==> src/rtl/pts_pkg.sv <==
package pts_pkg;

    // table geometry
    localparam int NUM_TASKS   = 16;
    localparam int COUNT_WIDTH = 32;
    localparam int TIDX_W      = (NUM_TASKS > 1) ? $clog2(NUM_TASKS) : 1;

    // fixed field widths
    localparam int CMD_W     = 3;
    localparam int TASK_W    = 4;
    localparam int FIELD_W   = 32;
    localparam int SRC_W     = 2;
    localparam int MASK_W    = 16;
    localparam int CFG_IDX_W = 2;

    typedef logic [COUNT_WIDTH-1:0] t_count;
    typedef logic [TIDX_W-1:0]      t_tidx;

    localparam t_count CNT_MAX  = '1;
    localparam t_tidx  IDX_LAST = TIDX_W'(NUM_TASKS - 1);

    typedef enum logic [CMD_W-1:0] {
        CMD_TICK          = 3'd0,
        CMD_SET_PERIODIC  = 3'd1,
        CMD_SET_ONCE      = 3'd2,
        CMD_DISABLE       = 3'd3,
        CMD_REQUEST       = 3'd4,
        CMD_CLEAR_TIMEOUT = 3'd5
    } t_cmd;

    typedef enum logic [SRC_W-1:0] {
        SRC_PERIODIC = 2'd0,
        SRC_ONCE     = 2'd1,
        SRC_TIMEOUT  = 2'd2,
        SRC_EVENT    = 2'd3
    } t_src;

    typedef enum logic [1:0] {
        ST_IDLE,
        ST_WALK,
        ST_FLUSH
    } t_state;

    localparam logic [CFG_IDX_W-1:0] CFG_PERIODIC_OFF = 2'd0;
    localparam logic [CFG_IDX_W-1:0] CFG_TIMEOUT      = 2'd1;

    // result of the shared add/compare unit
    typedef struct packed {
        t_count count;
        logic   due;
    } t_alu_res;

    // clamp a 32-bit field into the counter range
    function automatic t_count clamp_field(input logic [FIELD_W-1:0] v);
        logic [63:0] w;
        w = 64'(v);
        if (w > 64'(CNT_MAX)) begin
            return CNT_MAX;
        end
        return w[COUNT_WIDTH-1:0];
    endfunction

endpackage

==> src/rtl/periodic_task_scheduler.sv <==
// Periodic task scheduler.
//
// Command channel: an item is taken when start is high and busy is low.
// Set periodic, set once, disable, request and clear timeout update the
// task table in the accept cycle and raise no result; busy stays low.
// A tick with nonzero elapsed_ticks raises busy and walks the table, one
// task per cycle through a single saturating add/compare unit, followed
// by a drain state that puts out the held-back result.
// A tick with zero elapsed_ticks is a no-op.
// Result channel: each run result sits on o_run_task/o_run_source/o_last
// for one cycle with o_valid high. A found result is held back until the
// next one is found (or the walk ends) so o_last can be set on the final
// one, and the final one is on the ports in the first cycle with busy low.
// No backpressure.
// Config channel: o_cfg_ready is always high; index 0 is the periodic-off
// mask, index 1 the timeout mask, other indexes are dropped.
// Reset (synchronous, active low): all tasks disabled, counters, periods
// and flags cleared, masks cleared.
module periodic_task_scheduler (
    input  logic                                   i_clk,
    input  logic                                   i_rst_n,
    input  logic                                   start,
    output logic                                   busy,
    input  logic [pts_pkg::CMD_W-1:0]              i_cmd,
    input  logic [pts_pkg::TASK_W-1:0]             i_task_index,
    input  logic [pts_pkg::FIELD_W-1:0]            i_period_ticks,
    input  logic [pts_pkg::FIELD_W-1:0]            i_elapsed_ticks,
    output logic                                   o_valid,
    output logic [pts_pkg::TASK_W-1:0]             o_run_task,
    output logic [pts_pkg::SRC_W-1:0]              o_run_source,
    output logic                                   o_last,
    input  logic                                   i_cfg_valid,
    output logic                                   o_cfg_ready,
    input  logic [pts_pkg::CFG_IDX_W-1:0]          i_cfg_index,
    input  logic [pts_pkg::MASK_W-1:0]             i_cfg_data
);
    import pts_pkg::*;

    // task table
    t_count r_elapsed  [NUM_TASKS];
    t_count r_period   [NUM_TASKS];
    logic   r_disabled [NUM_TASKS];
    logic   r_once     [NUM_TASKS];
    logic   r_request  [NUM_TASKS];

    // config masks
    logic [MASK_W-1:0] r_po_mask;
    logic [MASK_W-1:0] r_to_mask;

    // sequencer
    t_state r_state, n_state;
    t_tidx  r_idx,   n_idx;
    t_count r_step;

    // held-back result, used to mark the last one
    logic   r_pend_v,    n_pend_v;
    t_tidx  r_pend_task, n_pend_task;
    t_src   r_pend_src,  n_pend_src;

    // output register
    logic   r_out_v,    n_out_v;
    t_tidx  r_out_task, n_out_task;
    t_src   r_out_src,  n_out_src;
    logic   r_out_last, n_out_last;

    logic              accept;
    logic              walking;
    logic              fire;
    logic              hit;
    t_src              walk_src;
    t_alu_res          alu;
    logic [MASK_W-1:0] po_sh;
    logic [MASK_W-1:0] to_sh;
    logic [MASK_W-1:0] cmd_to_sh;
    logic              idx_ok;
    t_tidx             cmd_tidx;

    assign busy        = (r_state != ST_IDLE);
    assign accept      = start && !busy;
    assign walking     = (r_state == ST_WALK);
    assign o_cfg_ready = 1'b1;

    assign idx_ok   = (32'(i_task_index) < NUM_TASKS);
    assign cmd_tidx = TIDX_W'(i_task_index);

    // shared saturating add + due compare, one task per cycle
    pts_alu u_alu (
        .i_count  (r_elapsed[r_idx]),
        .i_step   (r_step),
        .i_period (r_period[r_idx]),
        .o_res    (alu)
    );

    // mask bits; tasks past the mask width shift in zeros
    assign po_sh     = r_po_mask >> r_idx;
    assign to_sh     = r_to_mask >> r_idx;
    assign cmd_to_sh = r_to_mask >> cmd_tidx;

    // run reason, in priority order
    always_comb begin
        hit      = 1'b1;
        walk_src = SRC_PERIODIC;
        priority if (!po_sh[0] && alu.due) begin
            walk_src = SRC_PERIODIC;
        end else if (r_once[r_idx] && alu.due) begin
            walk_src = SRC_ONCE;
        end else if (to_sh[0] && alu.due) begin
            walk_src = SRC_TIMEOUT;
        end else if (r_request[r_idx]) begin
            walk_src = SRC_EVENT;
        end else begin
            hit = 1'b0;
        end
    end

    assign fire = walking && !r_disabled[r_idx] && hit;

    // next state and result staging
    always_comb begin
        n_state     = r_state;
        n_idx       = r_idx;
        n_pend_v    = r_pend_v;
        n_pend_task = r_pend_task;
        n_pend_src  = r_pend_src;
        n_out_v     = 1'b0;
        n_out_task  = r_out_task;
        n_out_src   = r_out_src;
        n_out_last  = r_out_last;
        unique case (r_state)
            ST_IDLE: begin
                if (accept && (i_cmd == CMD_TICK) && (i_elapsed_ticks != '0)) begin
                    n_state = ST_WALK;
                    n_idx   = '0;
                end
            end
            ST_WALK: begin
                if (fire) begin
                    // a newer result exists, so the held one is not last
                    if (r_pend_v) begin
                        n_out_v    = 1'b1;
                        n_out_task = r_pend_task;
                        n_out_src  = r_pend_src;
                        n_out_last = 1'b0;
                    end
                    n_pend_v    = 1'b1;
                    n_pend_task = r_idx;
                    n_pend_src  = walk_src;
                end
                if (r_idx == IDX_LAST) begin
                    n_state = ST_FLUSH;
                end else begin
                    n_idx = r_idx + 1'b1;
                end
            end
            ST_FLUSH: begin
                if (r_pend_v) begin
                    n_out_v    = 1'b1;
                    n_out_task = r_pend_task;
                    n_out_src  = r_pend_src;
                    n_out_last = 1'b1;
                end
                n_pend_v = 1'b0;
                n_state  = ST_IDLE;
            end
            default: begin
                n_state  = ST_IDLE;
                n_pend_v = 1'b0;
            end
        endcase
    end

    always_ff @(posedge i_clk) begin
        if (!i_rst_n) begin
            r_state  <= ST_IDLE;
            r_idx    <= '0;
            r_pend_v <= 1'b0;
            r_out_v  <= 1'b0;
        end else begin
            r_state  <= n_state;
            r_idx    <= n_idx;
            r_pend_v <= n_pend_v;
            r_out_v  <= n_out_v;
        end
    end

    always_ff @(posedge i_clk) begin
        r_pend_task <= n_pend_task;
        r_pend_src  <= n_pend_src;
        r_out_task  <= n_out_task;
        r_out_src   <= n_out_src;
        r_out_last  <= n_out_last;
        if (accept) begin
            r_step <= clamp_field(i_elapsed_ticks);
        end
    end

    assign o_valid      = r_out_v;
    assign o_run_task   = TASK_W'(r_out_task);
    assign o_run_source = r_out_src;
    assign o_last       = r_out_last;

    // config registers
    always_ff @(posedge i_clk) begin
        if (!i_rst_n) begin
            r_po_mask <= '0;
            r_to_mask <= '0;
        end else if (i_cfg_valid) begin
            unique case (i_cfg_index)
                CFG_PERIODIC_OFF: r_po_mask <= i_cfg_data;
                CFG_TIMEOUT:      r_to_mask <= i_cfg_data;
                default: ;
            endcase
        end
    end

    // task table: walk updates one entry per cycle, commands write one entry
    always_ff @(posedge i_clk) begin
        if (!i_rst_n) begin
            for (int i = 0; i < NUM_TASKS; i++) begin
                r_elapsed[i]  <= '0;
                r_period[i]   <= '0;
                r_disabled[i] <= 1'b1;
                r_once[i]     <= 1'b0;
                r_request[i]  <= 1'b0;
            end
        end else if (walking) begin
            if (fire) begin
                r_elapsed[r_idx] <= '0;
                r_request[r_idx] <= 1'b0;
                if (r_once[r_idx]) begin
                    r_disabled[r_idx] <= 1'b1;
                end
            end else begin
                r_elapsed[r_idx] <= alu.count;
            end
        end else if (accept && idx_ok) begin
            unique case (i_cmd)
                CMD_SET_PERIODIC, CMD_SET_ONCE: begin
                    r_once[cmd_tidx]     <= (i_cmd == CMD_SET_ONCE);
                    r_disabled[cmd_tidx] <= 1'b0;
                    r_period[cmd_tidx]   <= clamp_field(i_period_ticks);
                    r_elapsed[cmd_tidx]  <= '0;
                end
                CMD_DISABLE: begin
                    r_disabled[cmd_tidx] <= 1'b1;
                end
                CMD_REQUEST: begin
                    r_request[cmd_tidx]  <= 1'b1;
                    r_disabled[cmd_tidx] <= 1'b0;
                end
                CMD_CLEAR_TIMEOUT: begin
                    if (cmd_to_sh[0]) begin
                        r_elapsed[cmd_tidx]  <= '0;
                        r_disabled[cmd_tidx] <= 1'b0;
                    end
                end
                default: ;
            endcase
        end
    end

    // results come only out of a walk or its drain cycle
    a_out_from_walk: assert property (@(posedge i_clk) disable iff (!i_rst_n)
        o_valid |-> ($past(r_state) == ST_WALK || $past(r_state) == ST_FLUSH))
        else $error("result outside a tick walk");

    // a nonzero tick always starts a walk
    a_tick_starts: assert property (@(posedge i_clk) disable iff (!i_rst_n)
        (accept && i_cmd == CMD_TICK && i_elapsed_ticks != '0) |=> walking)
        else $error("tick did not start a walk");

    // nothing stays held back once a tick is over
    a_flush_drains: assert property (@(posedge i_clk) disable iff (!i_rst_n)
        (r_state == ST_FLUSH) |=> !r_pend_v)
        else $error("held result left after drain");

    // a task that runs has its counter cleared
    a_run_clears: assert property (@(posedge i_clk) disable iff (!i_rst_n)
        fire |=> (r_elapsed[$past(r_idx)] == '0))
        else $error("counter not cleared after run");

endmodule

==> src/rtl/pts_alu.sv <==
module pts_alu (
    input  pts_pkg::t_count   i_count,
    input  pts_pkg::t_count   i_step,
    input  pts_pkg::t_count   i_period,
    output pts_pkg::t_alu_res o_res
);
    import pts_pkg::*;

    logic [COUNT_WIDTH:0] sum;
    t_count               cnt;

    assign sum = {1'b0, i_count} + {1'b0, i_step};

    // saturate on carry, then compare against the period
    always_comb begin
        cnt         = sum[COUNT_WIDTH] ? CNT_MAX : sum[COUNT_WIDTH-1:0];
        o_res.count = cnt;
        o_res.due   = (cnt >= i_period);
    end

endmodule

==> config.mk <==
export PLATFORM = sky130hd
export DESIGN_NAME = periodic_task_scheduler
export DESIGN_NICKNAME = d
export VERILOG_FILES = /design/src/rtl/pts_pkg.sv /design/src/rtl/periodic_task_scheduler.sv /design/src/rtl/pts_alu.sv
export SDC_FILE = /design/constraint.sdc
export NUM_CORES = 2
export LEC_CHECK = 0
export BUFFER_PORTS_ARGS = -buffer_cell sky130_fd_sc_hd__buf_4
export CAP_MARGIN = 40
export CORE_AREA = 2 2 303 305
export CTS_BUF_LIST = sky130_fd_sc_hd__clkbuf_4 sky130_fd_sc_hd__clkbuf_8
export DETAILED_ROUTE_END_ITERATION = 6
export DIE_AREA = 0 0 305 307
export GPL_TIMING_DRIVEN = 1
export PLACE_DENSITY_LB_ADDON = 0.1
export SETUP_SLACK_MARGIN = 0.1
export SYNTH_ARGS = -nofsm -noshare
export SYNTH_HDL_FRONTEND = slang
export SYNTH_HIERARCHICAL = 1
export SYNTH_SLANG_ARGS = --single-unit
export TNS_END_PERCENT = 10
==> constraint.sdc <==
create_clock -name i_clk -period 9.75 [get_ports i_clk]
set_input_delay 0.975 -clock i_clk [delete_from_list [all_inputs] [get_ports i_clk]]
set_output_delay 0.975 -clock i_clk [all_outputs]
set_load 0.02 [all_outputs]
==> impl_metrics.ini <==
[status]
outcome = completed

[synth]
synthesis.area_um2 = 53900
yosysSeqAreaShare_pct = 63.3
yosysWarnings = 6
synth_fa_ha_area_share_pct = 1.64
yosysUniqueCellTypes = 69
synthTopCellsByArea = edfxtp_1 60%, mux4_2 15%, and3_1 6.0%, nor2_1 3.9%, dfxtp_1 2.8%
synth_top_family_by_area = multiplexers
synthArstFlopShare_pct = 0
synth.avg_cell_area_um2 = 14.2
yosysTopAreaCell = edfxtp_1
muxShareOfSynthArea_pct = 14.7
synth_compound_area_share_pct = 3.83
synth_commonest_cells = 1085 x edfxtp_1, 563 x nor2_1, 517 x and3_1
synth_simple_gate_area_share_pct = 13.1
synth_flop_cell = edfxtp_1
syn_inst = 3784
synth_most_common_cell = edfxtp_1
yosysTopAreaCellShare_pct = 60.5
synth_xor_area_share_pct = 0.439
ys_ff_latch = 1161
synth_edf_count = 1085
syn-num-nets = 3947

[clock_network]
post-cts-setup-buffer-count = 0
cts_tree = built
clk_pin_slew_worst_paths_ps = 60
cts.sinks = 1161
cts.hold.buffers_added = 0
cts.path.max_buffers = 3
cts_resized = 0
cts_buffers = 189
worstSkewPairLatency_ps = 860
h-tree-depth = 4
root_buffer = clkbuf_8

[setup_path]
cpMaxStageDelayCell = buf_4
cp_max_fo = 48
r2r_setup_slack_ps = 1150
end_kind = flop
worstSetupPathDepth = 23
cpPeakStageDelay_ps = 760
endpoint = r_elapsed[13][27]
cp_common_cell = buf_4
critPathKind = flop to flop
cpLargestDelayFamily = buffers and inverters
rr_endpoint = r_elapsed[13][27]
crit_arrival_ps = 9160
cp_num_buf_inv = 6
path_cells = buf_4 > buf_4 > mux4_2 > mux4_2 > ha_1 > o211a_1 > nor2b_1 > a2111o_1 > o21a_1 > o21ai_0 > ha_1 > nand4_1 > nor4_1 > o211ai_1 > o21ai_0 > buf_4 > o21ba_2 > o31ai_4 > buf_8 > buf_4 > o21ai_4 > buf_4 > nor2_1
startpoint_type = flop
cp.required_ps = 10320
rr_worst_depth = 23

[flow_run]
max_cap_violations = 0

[worst_hold_path]
hp-class = primary input to flop

[die]
die_w_um = 305
initial_utilization_pct = 59.4
fp.coreArea_um2 = 90700
dieArea_um2 = 93600
placementRows = 111
die_y_um = 307
io_pins = 103

[global_route]
first_global_vias = 34916
grt_antenna_before_repair = 1
grt_pass1_wl_um = 222000
grt_overflow = 0
grt_use_total_pct = 32.5
grt_max_degree = 105

[timing]
maxSlewViolCount = 0
post-route-period-util_pct = 88.2
finalSetupTns_ps = 0
slew_headroom_pct = 39.2
whs_ps = 314
fmax_mhz = 116
hold_violations = 0
min_period_ps = 8600
finClkSkew_ps = 34.5
tightest_slew_ps = 909
rsz0062_at_grt = false
setup_violations = 0

[finish]
fin_cells = 5146
drive_above_1_share_pct = 23.3
nNetsFinal = 3976
utilization_pct = 65.9
area_growth_syn_to_layout_pct = 11.0

[power]
power_density_nw_per_um2 = 198
power.leakage_uw = 0.0222
irDropWorstVdd_v = 0.000138

[drt]
wl_per_cell_um = 29.3
final_antenna_net_count = 0
drt_iter0_drc = 4672
first_pass_iters = 6
vias_per_cell = 6.74
drc = 0
routed_wl_um = 151000
vias = 34701

[placed_design]
dp.cells = 4808
portBuffers = 101
gp_congestion = 0.927
dpl.hpwl_um = 86400
-- report_power, final --
group / total, µW / switching (µW) / internal [µW] / leakage (µW)
Clock: 4050 / 1900 / 2150 / 0.00190
Combinational: 2050 / 1240 / 809 / 0.00854
Sequential: 5710 / 74.2 / 5640 / 0.0117
Total: 11800 / 3220 / 8600 / 0.0222
-- layout by cell type, fill, tap and decap left out, drive strengths merged, types with 13 or more instances in the layout --
cell type / synthesis / layout
a21o: 23 / 23
clkinv: 0 / 64
and3: 517 / 517
nand4: 14 / 14
a21oi: 94 / 94
nand2b: 15 / 15
or3: 13 / 13
a22oi: 22 / 22
edfxtp: 1085 / 1085
xnor2: 17 / 17
nor3: 28 / 28
nand2: 222 / 222
o221ai: 16 / 16
a211oi: 22 / 22
buf: 89 / 203
ha: 69 / 69
inv: 45 / 47
nor2b: 14 / 14
nand3: 28 / 28
nor4: 13 / 13
nor2: 563 / 563
dfxtp: 76 / 76
clkbuf: 277 / 265
mux4: 347 / 347
o21ai: 71 / 71
-- worst register-to-register path, cell delays in order, from the launching register on --
cell,delay (ps)
dfxtp_4,670
buf_4,680
buf_4,780
mux4_2,420
mux4_2,540
ha_1,410
o211a_1,250
nor2b_1,130
a2111o_1,380
o21a_1,190
o21ai_0,600
ha_1,250
nand4_1,150
nor4_1,420
o211ai_1,130
o21ai_0,650
buf_4,280
o21ba_2,170
o31ai_4,90
buf_8,180
buf_4,180
o21ai_4,60
buf_4,560
nor2_1,170
-- how the worst min path moves through the flow --
| stage | startpoint | to | slack (ps) | depth (start not counted) |
|---|---|---|---|---|
| after floorplan | r_pend_src[0] | o_run_source[0] | 400 | 0 |
| after global placement | r_pend_task[2] | o_run_task[2] | 420 | 0 |
| after detailed placement | r_pend_src[0] | o_run_source[0] | 410 | 0 |
| after CTS | i_elapsed_ticks[9] | r_step[9] | 240 | 1 |
| after global routing | i_elapsed_ticks[7] | r_step[7] | 270 | 1 |
| final | i_elapsed_ticks[29] | r_step[29] | 310 | 1 |
-- cell families after synthesis --
kind of cell | Yosys count
simple gates | 1447
flops | 1161
buf+inv | 411
mux | 359
compound gates | 308
fa+ha+maj | 70
xor+xnor | 27
other cells | 1
-- area by class of cell --
type	count	area, µm²
Fill cell	6387	30900
Tap cell	1186	1480
Inverter	45	169
Clock buffer	265	3230
Clock inverter	71	342
Sequential cell	1161	34100
Multi-Input combinational cell	2212	18500
Antenna cell	2	5.00
Timing Repair Buffer	204	1990
-- routing by layer --
| metal | up-vias | part of all wire, % | global-route usage, % |
|---|---|---|---|
| met3 | 303 | 11 | 7.00 |
| met5 | - | 0 | 0 |
| met4 | 0 | 2.9 | 10.8 |
| li1 | 14521 | - | - |
| met1 | 17610 | 38 | 46.4 |
| met2 | 2267 | 47 | 50.6 |
-- state kept, by name, summed over array words and instances (netlist names), named ones only --
register / cells
o_valid: 1
r_elapsed: 512
r_step: 32
o_run_task: 4
o_last: 1
r_period: 512
r_idx: 4
o_run_source: 2
r_disabled: 16
r_to_mask: 16
r_pend_v: 1
r_once: 16
r_state: 2
r_pend_src: 2
r_pend_task: 4
r_request: 16
r_po_mask: 16
-- per-stage QoR --
step                setup WS, ps  total power, µW  cell area (µm²)
floorplan                   2310             7130            53900
global placement            1430             7740            55700
detailed placement          1390             7830            56200
CTS                         1320            11800            59800
global route                 839            12200            59800
finish                      1150            11800            59800
Note: power is estimated with default switching activity, not from simulation.
